`src/rtl/swarq_pkg.sv`:
```
package swarq_pkg;

   // request opcodes
   localparam logic [2:0] OP_START   = 3'd0;
   localparam logic [2:0] OP_CAD     = 3'd1;
   localparam logic [2:0] OP_TX_DONE = 3'd2;
   localparam logic [2:0] OP_TICK    = 3'd3;
   localparam logic [2:0] OP_RX      = 3'd4;

   // response actions
   localparam logic [1:0] ACT_TX  = 2'd0;
   localparam logic [1:0] ACT_RX  = 2'd1;
   localparam logic [1:0] ACT_FWD = 2'd2;
   localparam logic [1:0] ACT_FIN = 2'd3;

   // finish outcomes
   localparam logic [1:0] OUT_OK       = 2'd0;
   localparam logic [1:0] OUT_NACK     = 2'd1;
   localparam logic [1:0] OUT_TIMEOUT  = 2'd2;
   localparam logic [1:0] OUT_CAD_FAIL = 2'd3;

   // csr indexes
   localparam logic [2:0] CSR_MAX_RETX    = 3'd0;
   localparam logic [2:0] CSR_TXD_TIMEOUT = 3'd1;
   localparam logic [2:0] CSR_ACK_CODE    = 3'd2;
   localparam logic [2:0] CSR_NACK_CODE   = 3'd3;
   localparam logic [2:0] CSR_FWD_ENABLE  = 3'd4;

   // csr reset values
   localparam logic [3:0]  MAX_RETX_RST    = 4'd3;
   localparam logic [15:0] TXD_TIMEOUT_RST = 16'd5000;
   localparam logic [7:0]  ACK_CODE_RST    = 8'd1;
   localparam logic [7:0]  NACK_CODE_RST   = 8'd2;

   localparam logic [7:0] MIN_ACK_LEN = 8'd2;

   typedef struct packed {
      logic [1:0] action;
      logic [7:0] tx_length;
      logic       retx_flag;
      logic [3:0] attempt_number;
      logic [1:0] outcome;
      logic       last_result;
   } rsp_type;

endpackage

```
`src/rtl/stop_and_wait_arq_sender_core.sv`:
```
// channel | direction | handshake           | payload
// req     | in        | req_valid/req_stall | opcode, sequence, lengths, rx frame fields
// rsp     | out       | rsp_valid/rsp_stall | action, tx length, retx, attempt, outcome, last
// csr     | in        | csr_valid/csr_ready | csr_index, csr_wdata
//
// One request is taken per cycle while req_stall is low; its responses (zero, one or
// two) land in a four-entry response queue in the same edge and appear one per cycle
// while rsp_stall is low. req_stall rises while fewer than two queue slots are free,
// so the queue drain rate on rsp sets the throughput when requests make two responses.
// Synchronous active-high reset returns the csr values and the exchange to idle.
module stop_and_wait_arq_sender_core #(
   parameter int TIMER_BITS = 16
) (
   input  logic       clock,
   input  logic       reset,

   input  logic       req_valid,
   output logic       req_stall,
   input  logic [2:0] req_opcode,
   input  logic [7:0] req_sequence_number,
   input  logic [7:0] req_frame_length,
   input  logic [15:0] req_timeout_ticks,
   input  logic       req_cad_gave_up,
   input  logic       req_rx_valid,
   input  logic [7:0] req_rx_type,
   input  logic [7:0] req_rx_length,
   input  logic [7:0] req_rx_ack_sequence,

   output logic       rsp_valid,
   input  logic       rsp_stall,
   output logic [1:0] rsp_action,
   output logic [7:0] rsp_tx_length,
   output logic       rsp_retx_flag,
   output logic [3:0] rsp_attempt_number,
   output logic [1:0] rsp_outcome,
   output logic       rsp_last_result,

   input  logic       csr_valid,
   output logic       csr_ready,
   input  logic [2:0] csr_index,
   input  logic [15:0] csr_wdata
);

   localparam int QDEPTH = 4;

   typedef enum logic [1:0] {PH_IDLE, PH_CAD, PH_TXD, PH_ACK} phase_type;

   phase_type                phase_ff, phase_in;
   logic [3:0]               attempt_ff, attempt_in;
   logic [TIMER_BITS-1:0]    countdown_ff, countdown_in;
   logic [7:0]               exp_seq_ff, exp_seq_in;
   logic [7:0]               saved_len_ff, saved_len_in;
   logic [TIMER_BITS-1:0]    reload_ff, reload_in;

   logic [3:0]               max_retx_ff;
   logic [15:0]              txd_timeout_ff;
   logic [7:0]               ack_code_ff;
   logic [7:0]               nack_code_ff;
   logic                     fwd_en_ff;

   swarq_pkg::rsp_type       queue_ff [QDEPTH];
   swarq_pkg::rsp_type       queue_in [QDEPTH];
   logic [2:0]               count_ff, count_in;

   swarq_pkg::rsp_type       r0, r1;
   logic [1:0]               n_rsp;
   logic                     req_accept, rsp_accept, csr_write;
   logic                     expired, match;
   logic [2:0]               base;

   function automatic swarq_pkg::rsp_type mk(input logic [1:0] action,
                                              input logic [7:0] len,
                                              input logic       retx,
                                              input logic [3:0] attempt,
                                              input logic [1:0] outcome);
      swarq_pkg::rsp_type r;
      r.action         = action;
      r.tx_length      = len;
      r.retx_flag      = retx;
      r.attempt_number = attempt;
      r.outcome        = outcome;
      r.last_result    = 1'b0;
      return r;
   endfunction

   assign req_stall  = (count_ff > 3'(QDEPTH - 2));
   assign req_accept = req_valid & ~req_stall;
   assign rsp_valid  = (count_ff != 3'd0);
   assign rsp_accept = rsp_valid & ~rsp_stall;
   assign csr_ready  = 1'b1;
   assign csr_write  = csr_valid & csr_ready;

   assign rsp_action         = queue_ff[0].action;
   assign rsp_tx_length      = queue_ff[0].tx_length;
   assign rsp_retx_flag      = queue_ff[0].retx_flag;
   assign rsp_attempt_number = queue_ff[0].attempt_number;
   assign rsp_outcome        = queue_ff[0].outcome;
   assign rsp_last_result    = queue_ff[0].last_result;

   assign expired = (countdown_ff <= TIMER_BITS'(1));
   assign match   = (req_rx_length >= swarq_pkg::MIN_ACK_LEN) &&
                    (req_rx_ack_sequence == exp_seq_ff);

   // request decode: next exchange state and up to two responses
   always_comb begin
      phase_in     = phase_ff;
      attempt_in   = attempt_ff;
      countdown_in = countdown_ff;
      exp_seq_in   = exp_seq_ff;
      saved_len_in = saved_len_ff;
      reload_in    = reload_ff;
      n_rsp        = 2'd0;
      r0           = '0;
      r1           = '0;
      if (req_accept) begin
         case (req_opcode)
            swarq_pkg::OP_START: begin
               exp_seq_in   = req_sequence_number;
               saved_len_in = req_frame_length;
               reload_in    = TIMER_BITS'(req_timeout_ticks);
               attempt_in   = 4'd0;
               countdown_in = '0;
               phase_in     = PH_CAD;
            end
            swarq_pkg::OP_CAD: begin
               if (phase_ff == PH_CAD) begin
                  n_rsp = 2'd1;
                  if (req_cad_gave_up) begin
                     r0 = mk(swarq_pkg::ACT_FIN, 8'd0, 1'b0, attempt_ff,
                             swarq_pkg::OUT_CAD_FAIL);
                     phase_in = PH_IDLE;
                  end else begin
                     r0 = mk(swarq_pkg::ACT_TX, saved_len_ff, 1'b0, attempt_ff,
                             swarq_pkg::OUT_OK);
                     countdown_in = TIMER_BITS'(txd_timeout_ff);
                     phase_in     = PH_TXD;
                  end
               end
            end
            swarq_pkg::OP_TX_DONE: begin
               if (phase_ff == PH_TXD) begin
                  n_rsp        = 2'd1;
                  r0           = mk(swarq_pkg::ACT_RX, 8'd0, 1'b0, attempt_ff,
                                    swarq_pkg::OUT_OK);
                  countdown_in = reload_ff;
                  phase_in     = PH_ACK;
               end
            end
            swarq_pkg::OP_TICK: begin
               if (phase_ff == PH_TXD) begin
                  if (expired) begin
                     n_rsp        = 2'd1;
                     r0           = mk(swarq_pkg::ACT_RX, 8'd0, 1'b0, attempt_ff,
                                       swarq_pkg::OUT_OK);
                     countdown_in = reload_ff;
                     phase_in     = PH_ACK;
                  end else begin
                     countdown_in = countdown_ff - TIMER_BITS'(1);
                  end
               end else if (phase_ff == PH_ACK) begin
                  if (expired) begin
                     n_rsp = 2'd1;
                     if (attempt_ff < max_retx_ff) begin
                        // retransmit with the bumped attempt index
                        attempt_in   = attempt_ff + 4'd1;
                        r0           = mk(swarq_pkg::ACT_TX, saved_len_ff, 1'b1,
                                          attempt_ff + 4'd1, swarq_pkg::OUT_OK);
                        countdown_in = TIMER_BITS'(txd_timeout_ff);
                        phase_in     = PH_TXD;
                     end else begin
                        r0           = mk(swarq_pkg::ACT_FIN, 8'd0, 1'b0, attempt_ff,
                                          swarq_pkg::OUT_TIMEOUT);
                        countdown_in = '0;
                        phase_in     = PH_IDLE;
                     end
                  end else begin
                     countdown_in = countdown_ff - TIMER_BITS'(1);
                  end
               end
            end
            swarq_pkg::OP_RX: begin
               if (phase_ff == PH_ACK) begin
                  n_rsp = 2'd1;
                  if (!req_rx_valid) begin
                     r0 = mk(swarq_pkg::ACT_RX, 8'd0, 1'b0, attempt_ff,
                             swarq_pkg::OUT_OK);
                  end else if (match && req_rx_type == ack_code_ff) begin
                     r0       = mk(swarq_pkg::ACT_FIN, 8'd0, 1'b0, attempt_ff,
                                   swarq_pkg::OUT_OK);
                     phase_in = PH_IDLE;
                  end else if (match && req_rx_type == nack_code_ff) begin
                     r0       = mk(swarq_pkg::ACT_FIN, 8'd0, 1'b0, attempt_ff,
                                   swarq_pkg::OUT_NACK);
                     phase_in = PH_IDLE;
                  end else if (fwd_en_ff) begin
                     n_rsp = 2'd2;
                     r0    = mk(swarq_pkg::ACT_FWD, 8'd0, 1'b0, attempt_ff,
                                swarq_pkg::OUT_OK);
                     r1    = mk(swarq_pkg::ACT_RX, 8'd0, 1'b0, attempt_ff,
                                swarq_pkg::OUT_OK);
                  end else begin
                     r0 = mk(swarq_pkg::ACT_RX, 8'd0, 1'b0, attempt_ff,
                             swarq_pkg::OUT_OK);
                  end
               end
            end
            default: begin
            end
         endcase
      end
      r0.last_result = (n_rsp == 2'd1);
      r1.last_result = 1'b1;
   end

   // response queue: shift out at the head, append behind the survivors
   always_comb begin
      base = count_ff - {2'b00, rsp_accept};
      for (int i = 0; i < QDEPTH; i++) begin
         if (rsp_accept && i < QDEPTH - 1) begin
            queue_in[i] = queue_ff[i+1];
         end else begin
            queue_in[i] = queue_ff[i];
         end
         if (n_rsp != 2'd0 && base == 3'(i)) begin
            queue_in[i] = r0;
         end
         if (n_rsp == 2'd2 && base + 3'd1 == 3'(i)) begin
            queue_in[i] = r1;
         end
      end
      count_in = base + {1'b0, n_rsp};
   end

   always_ff @(posedge clock) begin
      queue_ff <= queue_in;
      if (reset) begin
         phase_ff       <= PH_IDLE;
         attempt_ff     <= 4'd0;
         countdown_ff   <= '0;
         exp_seq_ff     <= 8'd0;
         saved_len_ff   <= 8'd0;
         reload_ff      <= '0;
         count_ff       <= 3'd0;
         max_retx_ff    <= swarq_pkg::MAX_RETX_RST;
         txd_timeout_ff <= swarq_pkg::TXD_TIMEOUT_RST;
         ack_code_ff    <= swarq_pkg::ACK_CODE_RST;
         nack_code_ff   <= swarq_pkg::NACK_CODE_RST;
         fwd_en_ff      <= 1'b1;
      end else begin
         phase_ff     <= phase_in;
         attempt_ff   <= attempt_in;
         countdown_ff <= countdown_in;
         exp_seq_ff   <= exp_seq_in;
         saved_len_ff <= saved_len_in;
         reload_ff    <= reload_in;
         count_ff     <= count_in;
         if (csr_write) begin
            case (csr_index)
               swarq_pkg::CSR_MAX_RETX:    max_retx_ff    <= csr_wdata[3:0];
               swarq_pkg::CSR_TXD_TIMEOUT: txd_timeout_ff <= csr_wdata;
               swarq_pkg::CSR_ACK_CODE:    ack_code_ff    <= csr_wdata[7:0];
               swarq_pkg::CSR_NACK_CODE:   nack_code_ff   <= csr_wdata[7:0];
               swarq_pkg::CSR_FWD_ENABLE:  fwd_en_ff      <= csr_wdata[0];
               default: begin
               end
            endcase
         end
      end
   end

endmodule
```
`config.mk`:
```
export PLATFORM = sky130hd
export DESIGN_NAME = stop_and_wait_arq_sender_core
export DESIGN_NICKNAME = d
export VERILOG_FILES = /design/src/rtl/swarq_pkg.sv /design/src/rtl/stop_and_wait_arq_sender_core.sv
export SDC_FILE = /design/constraint.sdc
export NUM_CORES = 1
export LEC_CHECK = 0
export BUFFER_PORTS_ARGS = -buffer_cell sky130_fd_sc_hd__buf_2
export CAP_MARGIN = 30
export CORE_MARGIN = 2
export CORE_UTILIZATION = 55
export CTS_BUF_LIST = sky130_fd_sc_hd__clkbuf_8
export DETAILED_ROUTE_END_ITERATION = 7
export GPL_TIMING_DRIVEN = 0
export PLACE_DENSITY = 0.76
export RECOVER_POWER = 100
export SETUP_SLACK_MARGIN = 0.05
export SYNTH_ARGS = -nofsm -noshare
export SYNTH_HDL_FRONTEND = slang
export SYNTH_SLANG_ARGS = --single-unit
```
`constraint.sdc`:
```
create_clock -name clock -period 7.4 [get_ports clock]
set_clock_uncertainty 0.05 [all_clocks]
set_input_delay 0.37 -clock clock [delete_from_list [all_inputs] [get_ports clock]]
set_output_delay 0.37 -clock clock [all_outputs]
set_load 0.02 [all_outputs]
```
======== Word-level counts from Yosys, hierarchy flattened ========
Cells that the tools add are included.
word-level totals
  input bits .............................. 85
  latch bits .............................. 0
  memories ................................ 0
  logic and storage cells ................. 192
  bits in read-only memories .............. 0
  register bits after elaboration ......... 166
  RAM bits ................................ 0
  output and inout bits ................... 21
operators by class
  $mul .................................... 0
  div/mod/pow operators ................... 0
  reduce and logical (&&, ||, !) cells .... 36
  magnitude comparators ................... 4
  equal/unequal tests ..................... 35
  muxes and demuxes ....................... 72
  shift operators ......................... 0
  bitwise logic cells ..................... 4
  add/subtract/negate cells ............... 5
operators with widths
  kind                                                                               number
  18-bit two-way mux                                                                 23
  17-bit two-way mux                                                                 9
  16-bit two-way mux                                                                 8
  18-bit case mux with 4 select lines                                                1
  16-bit case mux with 4 select lines                                                1
  2-bit two-way mux                                                                  18
  3-bit by 2-bit equality test with 1-bit output, second input constant              8
  8-bit equality test                                                                3
  2-bit != test, second input constant                                               9
  16-bit by 1-bit less-or-equal comparator with 1-bit output, second input constant  1
  4-bit two-way mux                                                                  4
  16-bit by 1-bit subtractor with 16-bit output, second input constant               1
  3-bit by 1-bit equality test with 1-bit output, second input constant              4
  3-bit zero test                                                                    4
  3-bit != test, second input constant                                               4
  2-bit AND reduction                                                                6
  6-bit AND reduction                                                                2
  2-bit nonzero test                                                                 6
  3-bit nonzero test                                                                 4
  1-bit logical AND                                                                  11
  2-bit case mux with 5 select lines                                                 1
  10-bit AND reduction                                                               1
  8-bit by 2-bit >= comparator with 1-bit output, second input constant              1
  2-bit case mux with 4 select lines                                                 1
  15 further kinds                                                                   25

======== Logic depth before layout (Yosys ltp) ========
  word-level depth ........................ 13
  mapped depth ............................ 13
  gate-level depth less buffers ........... 13

======== Worst setup path before layout ========
No wires, ideal clock.
  kind .................................... reg-to-reg
  start point ............................. register count_ff[1]
  end point ............................... register queue_ff[37] in the netlist's numbering, enable pin
  arrival time ............................ 3482 ps
  clock period less this slack ............ 3931 ps
  slack ................................... 3469 ps
  required time ........................... 6952 ps
  library setup time ...................... 398 ps
  stages on the path, launching flop included .. 11
  cells stage by stage .................... dfxtp_1 or3_1 nand2b_1 inv_1 ha_1 ha_1 nor2_1 ha_1 inv_1 or3_1 o211ai_1
on the way
  longest elaborated chain between the ends .. 7
RTL lines
  element                                         RTL line                              text
  from (decl)                                     stop_and_wait_arq_sender_core.sv:63   logic [2:0] count_ff, count_in;
  from (signal assigned)                          stop_and_wait_arq_sender_core.sv:256  count_ff <= count_in;
  3-bit nonzero test (*)                          stop_and_wait_arq_sender_core.sv:88   assign rsp_valid = (count_ff != 3'd0);
  via rsp_valid                                   stop_and_wait_arq_sender_core.sv:29   output logic rsp_valid,
  1-bit AND (*)                                   stop_and_wait_arq_sender_core.sv:89   assign rsp_accept = rsp_valid & ~rsp_stall;
  3-bit by 1-bit subtractor with 3-bit output     stop_and_wait_arq_sender_core.sv:217  base = count_ff - {2'b00, rsp_accept};
  3-bit by 1-bit adder with 3-bit output          stop_and_wait_arq_sender_core.sv:227  if (n_rsp == 2'd2 && base + 3'd1 == 3'(i)) begin
  3-bit by 1-bit equality test with 1-bit output  stop_and_wait_arq_sender_core.sv:227
  1-bit logical AND                               stop_and_wait_arq_sender_core.sv:227
  3-bit nonzero test (no line) (*)                -
  to (signal assigned)                            stop_and_wait_arq_sender_core.sv:235  queue_ff <= queue_in;
  to (decl)                                       stop_and_wait_arq_sender_core.sv:61   swarq_pkg::rsp_type queue_ff [QDEPTH];
Mark *: on every way through the listed nets, which the timed path passes. The rest lies on a longest branch.
A chain may end at the register's enable or synchronous reset.

======== Worst setup path in the final report ========
  start point ............................. register count_ff[1]
  end point ............................... register queue_ff[47] in the netlist's numbering, enable pin
on the way
  longest elaborated chain between the ends .. 7
RTL lines
  element                                                                                                RTL line
  3-bit nonzero test / 3-bit by 2-bit greater-than comparator with 1-bit output (equally long branches)  stop_and_wait_arq_sender_core.sv:88, stop_and_wait_arq_sender_core.sv:86
  1-bit AND / 1-bit inverter (equally long branches)                                                     stop_and_wait_arq_sender_core.sv:89, stop_and_wait_arq_sender_core.sv:87
  3-bit by 1-bit subtractor with 3-bit output / 1-bit AND (equally long branches)                        stop_and_wait_arq_sender_core.sv:217, stop_and_wait_arq_sender_core.sv:87
  3-bit by 1-bit adder with 3-bit output / 2-bit two-way mux (equally long branches)                     stop_and_wait_arq_sender_core.sv:227, stop_and_wait_arq_sender_core.sv:115
  3-bit by 1-bit equality test with 1-bit output (tied with other cells)                                 stop_and_wait_arq_sender_core.sv:227
  1-bit logical AND (on tied branches)                                                                   stop_and_wait_arq_sender_core.sv:227, stop_and_wait_arq_sender_core.sv:224
  3-bit nonzero test (no line) (*)                                                                       -
Mark *: on every way between the ends. The rest lies on a longest branch, timed or not.

==> results.md <==
* Critical setup path kind: flip-flop to flip-flop
* Status: complete, no violations
* Drt via density at ~5.8
* Crit path capture type: flip-flop
* Setup bufs post-CTS at 0
* VDD IR max at about 0.00013 V
* Leakage dissipation at roughly 3.9 nW
* Seq cells post-synth at roughly 170
* Post-synth EDFFs at 68
* Tcrit/Tclk final at 0.598
* HP Class: input pin to flip-flop
* Initial drt markers at 617
* H-tree levels at 4
* Ranking of synthesized cells by area: edfxtp_1 23%, dfxtp_1 22%, nand2_1 7.8%
* Drt total wl at 22.8 mm
* Placed Instances at ~1300
* CTS Buffer Depth at 2
* DR vias at ~8000
* Setup violators final at 0
* Worst Path Max Fanout at 11
* Hold endpoint: txd_timeout_ff[9]
* Async set or reset register ratio after synthesis at 0
* Endpoints failing hold at 0
* RR Endpoint: queue_ff[47]
* Post-DP HPWL at 17.1 mm
* Clk_lat worst skew at between 0.4 and 0.5 ns
* Multi-input gate area at approximately 4400 µm²
* Fmax at roughly 230 MHz
* Hold_sp: csr_wdata[9]
* Vias in the first global route at between 7000 and 8000
* Critical Path AT at about 4.5 ns
* Ports at ~110
* Max-Cap Viols at 0
* Starting Density at 0.561
* Actual slew at the worst max-slew pin at between 1 and 1.5 ns
* Layout cells sized above 1 at 0.132
* Max-slew headroom at 0.0827
* First-pass DRT Iterations at 7
* GPL Wtd Cong at 0.960
* Register area at roughly 4000 µm²
* Mapped cell area at 8880 µm²
* Non-filler cells, final at ~1400
* Clock sinks at between 150 and 200
* Cts hold-fix bufs at 0
* Max-slew violations at 0
* Post-synthesis cell count at between 900 and 1000
* CTS tree: built
* Routed length per instance at about 17 µm
* Syn_area_per_cell at 8.89 µm²
* Die ar. at approximately 17000 µm²
* Hold Path Cell Cnt at 3
* CP Launch Type: flip-flop
* Die span in y at about 130 µm
* Total GRT Usage at 0.272
* PD cells at ~230 nW/µm²
* Net count, final at 1220
* Crit path time final at between 4 and 5 ns
* Diodes inserted at 0
* Cts bufs inserted at 17
* Setup TNS at 0 ns
* FF-to-FF path depth at 11
* CTS root buf: clkbuf_8
* R2r setup slk at about 3 ns
* Post_cts resized at 0
* Fillers at roughly 1400
* Die width at roughly 130 µm
* RSZ-0062 raised after global routing: false
* Drt drc at 0
* Congestion Overflow GR at 0
* Largest net degree at the start of global routing at 18
* Port bufs at around 100
* Final ANT Viol Nets at 0
* Area leader, netlist: edfxtp_1
* Rows at 46
* Worst path required time at about 7.5 ns
* Synth Warn # at 0
* Worst r2r src: count_ff[1]
* Seq/Total Area, Yosys at 0.451
* Post-synth top flop: dfxtp_1
* Core Footprint at 15800 µm²
* Area grow syn2layout at 13.2%
* Syn Nets at roughly 1100
* Synth cell types at 73
* Area share of the leading cell type in the synthesized netlist at 0.230
* Clock transition at the registers of the reported paths at 0.09 ns
* Antenna violations before repair at 0
* Global-route wire length before repair at ~36 mm
==> worst max-delay path, stage by stage (launching register included) <==
cell and delay (ns):
dfxtp_1 0.33, or3_1 0.39, nand2b_1 0.25, inv_1 0.14
ha_1 0.21, ha_1 0.19, xnor2_1 0.48, ha_1 0.29
inv_1 0.12, or3_1 0.47, o211ai_1 0.65, clkbuf_1 0.50
==> worst max path at each step <==
stage,startpoint,end,slack [ns],cells after the start
floorplan,count_ff[1],queue_ff[37],3.47,10
global placement,count_ff[1],queue_ff[49],2.98,10
detailed placement,count_ff[1],queue_ff[50],3.25,11
CTS,count_ff[1],queue_ff[50],3.24,11
global route,count_ff[1],queue_ff[32],2.65,11
finish,count_ff[1],queue_ff[47],2.98,11
==> layer usage <==
metal | routed length, µm | vias to the layer above | global-route usage | share of wire
met5 | 0 | - | 0 | 0
met4 | 1020 | 0 | 0.145 | 0.045
met1 | 9240 | 3657 | 0.335 | 0.41
li1 | - | 3796 | - | -
met3 | 1440 | 65 | 0.0455 | 0.063
met2 | 11100 | 321 | 0.458 | 0.49
==> power by group <==
group          internal, W  switching, W  leakage [nW]
combinational     0.000192      0.000345          2.33
clock             0.000376      0.000365         0.224
sequential         0.00105     0.0000333          1.39
total              0.00162      0.000743          3.94
==> state kept, by name, summed over array words and instances, names as in the netlist <==
| signal | flops |
|---|---|
| max_retx_ff | 4 |
| rsp_last_result | 1 |
| countdown_ff | 16 |
| exp_seq_ff | 8 |
| rsp_attempt_number | 4 |
| ack_code_ff | 8 |
| count_ff | 3 |
| saved_len_ff | 8 |
| rsp_outcome | 2 |
| txd_timeout_ff | 16 |
| rsp_retx_flag | 1 |
| rsp_action | 2 |
| reload_ff | 16 |
| nack_code_ff | 8 |
| queue_ff | 54 |
| rsp_tx_length | 8 |
| fwd_en_ff | 1 |
| phase_ff | 2 |
| attempt_ff | 4 |
==> synth_stat cells (4+ instances only) <==
cell type / instances
a32o_1: 6
nand2_1: 185
or2_2: 7
a221oi_1: 19
nand2b_1: 11
nor3b_1: 5
buf_4: 17
a211oi_1: 10
nor4_1: 20
or4_1: 4
nand3b_1: 4
xor2_1: 29
buf_6: 6
mux2i_1: 51
xnor2_1: 10
nand3_1: 25
o21ai_1: 5
and2_1: 13
and3_1: 5
o31ai_1: 4
nor2_1: 96
nor3_1: 18
ha_1: 10
o21ai_0: 27
a22o_1: 4
inv_1: 18
o211ai_1: 5
a21oi_1: 81
clkbuf_1: 43
dfxtp_1: 98
a221o_1: 5
edfxtp_1: 68
or3_1: 8
nor2b_1: 18
==> through the flow <==
stage	worst slack [ns]	util	hold slack [ns]	cell area [µm²]	power [W]
2_1_floorplan	3.47	-	0.382	8880	0.00149
3_3_place_gp	2.98	0.610	0.388	9650	0.00163
3_5_place_dp	3.25	0.612	0.393	9680	0.00165
4_1_cts	3.24	0.640	0.0454	10100	0.00238
5_1_grt	2.65	0.635	0.0540	10100	0.00247
6_report	2.98	0.635	0.0637	10100	0.00236
==> cell usage in the layout, fill, tap and decap left out, types with 6 or more instances in the layout <==
master	count
dfxtp_1	98
nor2_1	96
ha_1	10
nand2_1	185
edfxtp_1	68
a21oi_1	82
or2_2	7
buf_2	80
or3_1	8
mux2i_1	51
nand3_1	25
nor4_1	20
clkbuf_8	17
a221oi_1	19
buf_4	17
nand2b_1	12
clkbuf_1	72
a32o_1	6
nor3_1	18
o21ai_0	32
and2_1	10
inv_1	19
xor2_1	29
a211oi_1	10
buf_6	6
nor2b_1	18
xnor2_1	10
==> cell type report <==
cell class / count / area share
Buffer: 70 / 0.0370
Clock buffer: 17 / 0.0233
Clock inverter: 15 / 0.0215
Inverter: 19 / 0.00709
Multi-Input combinational cell: 744 / 0.437
Sequential cell: 166 / 0.398
Tap cell: 216 / 0.0269
Timing Repair Buffer: 106 / 0.0495
==> cells by family after synthesis <==
group,after synthesis,share of synthesized area
buf+inv,89,0.0502
mux,53,0.0600
flops,166,0.451
simple gates,436,0.230
other cells,1,0.000422
compound gates,204,0.153
fa+ha+maj,11,0.0163
xor+xnor,39,0.0385
(Power assumes the default switching activity.)
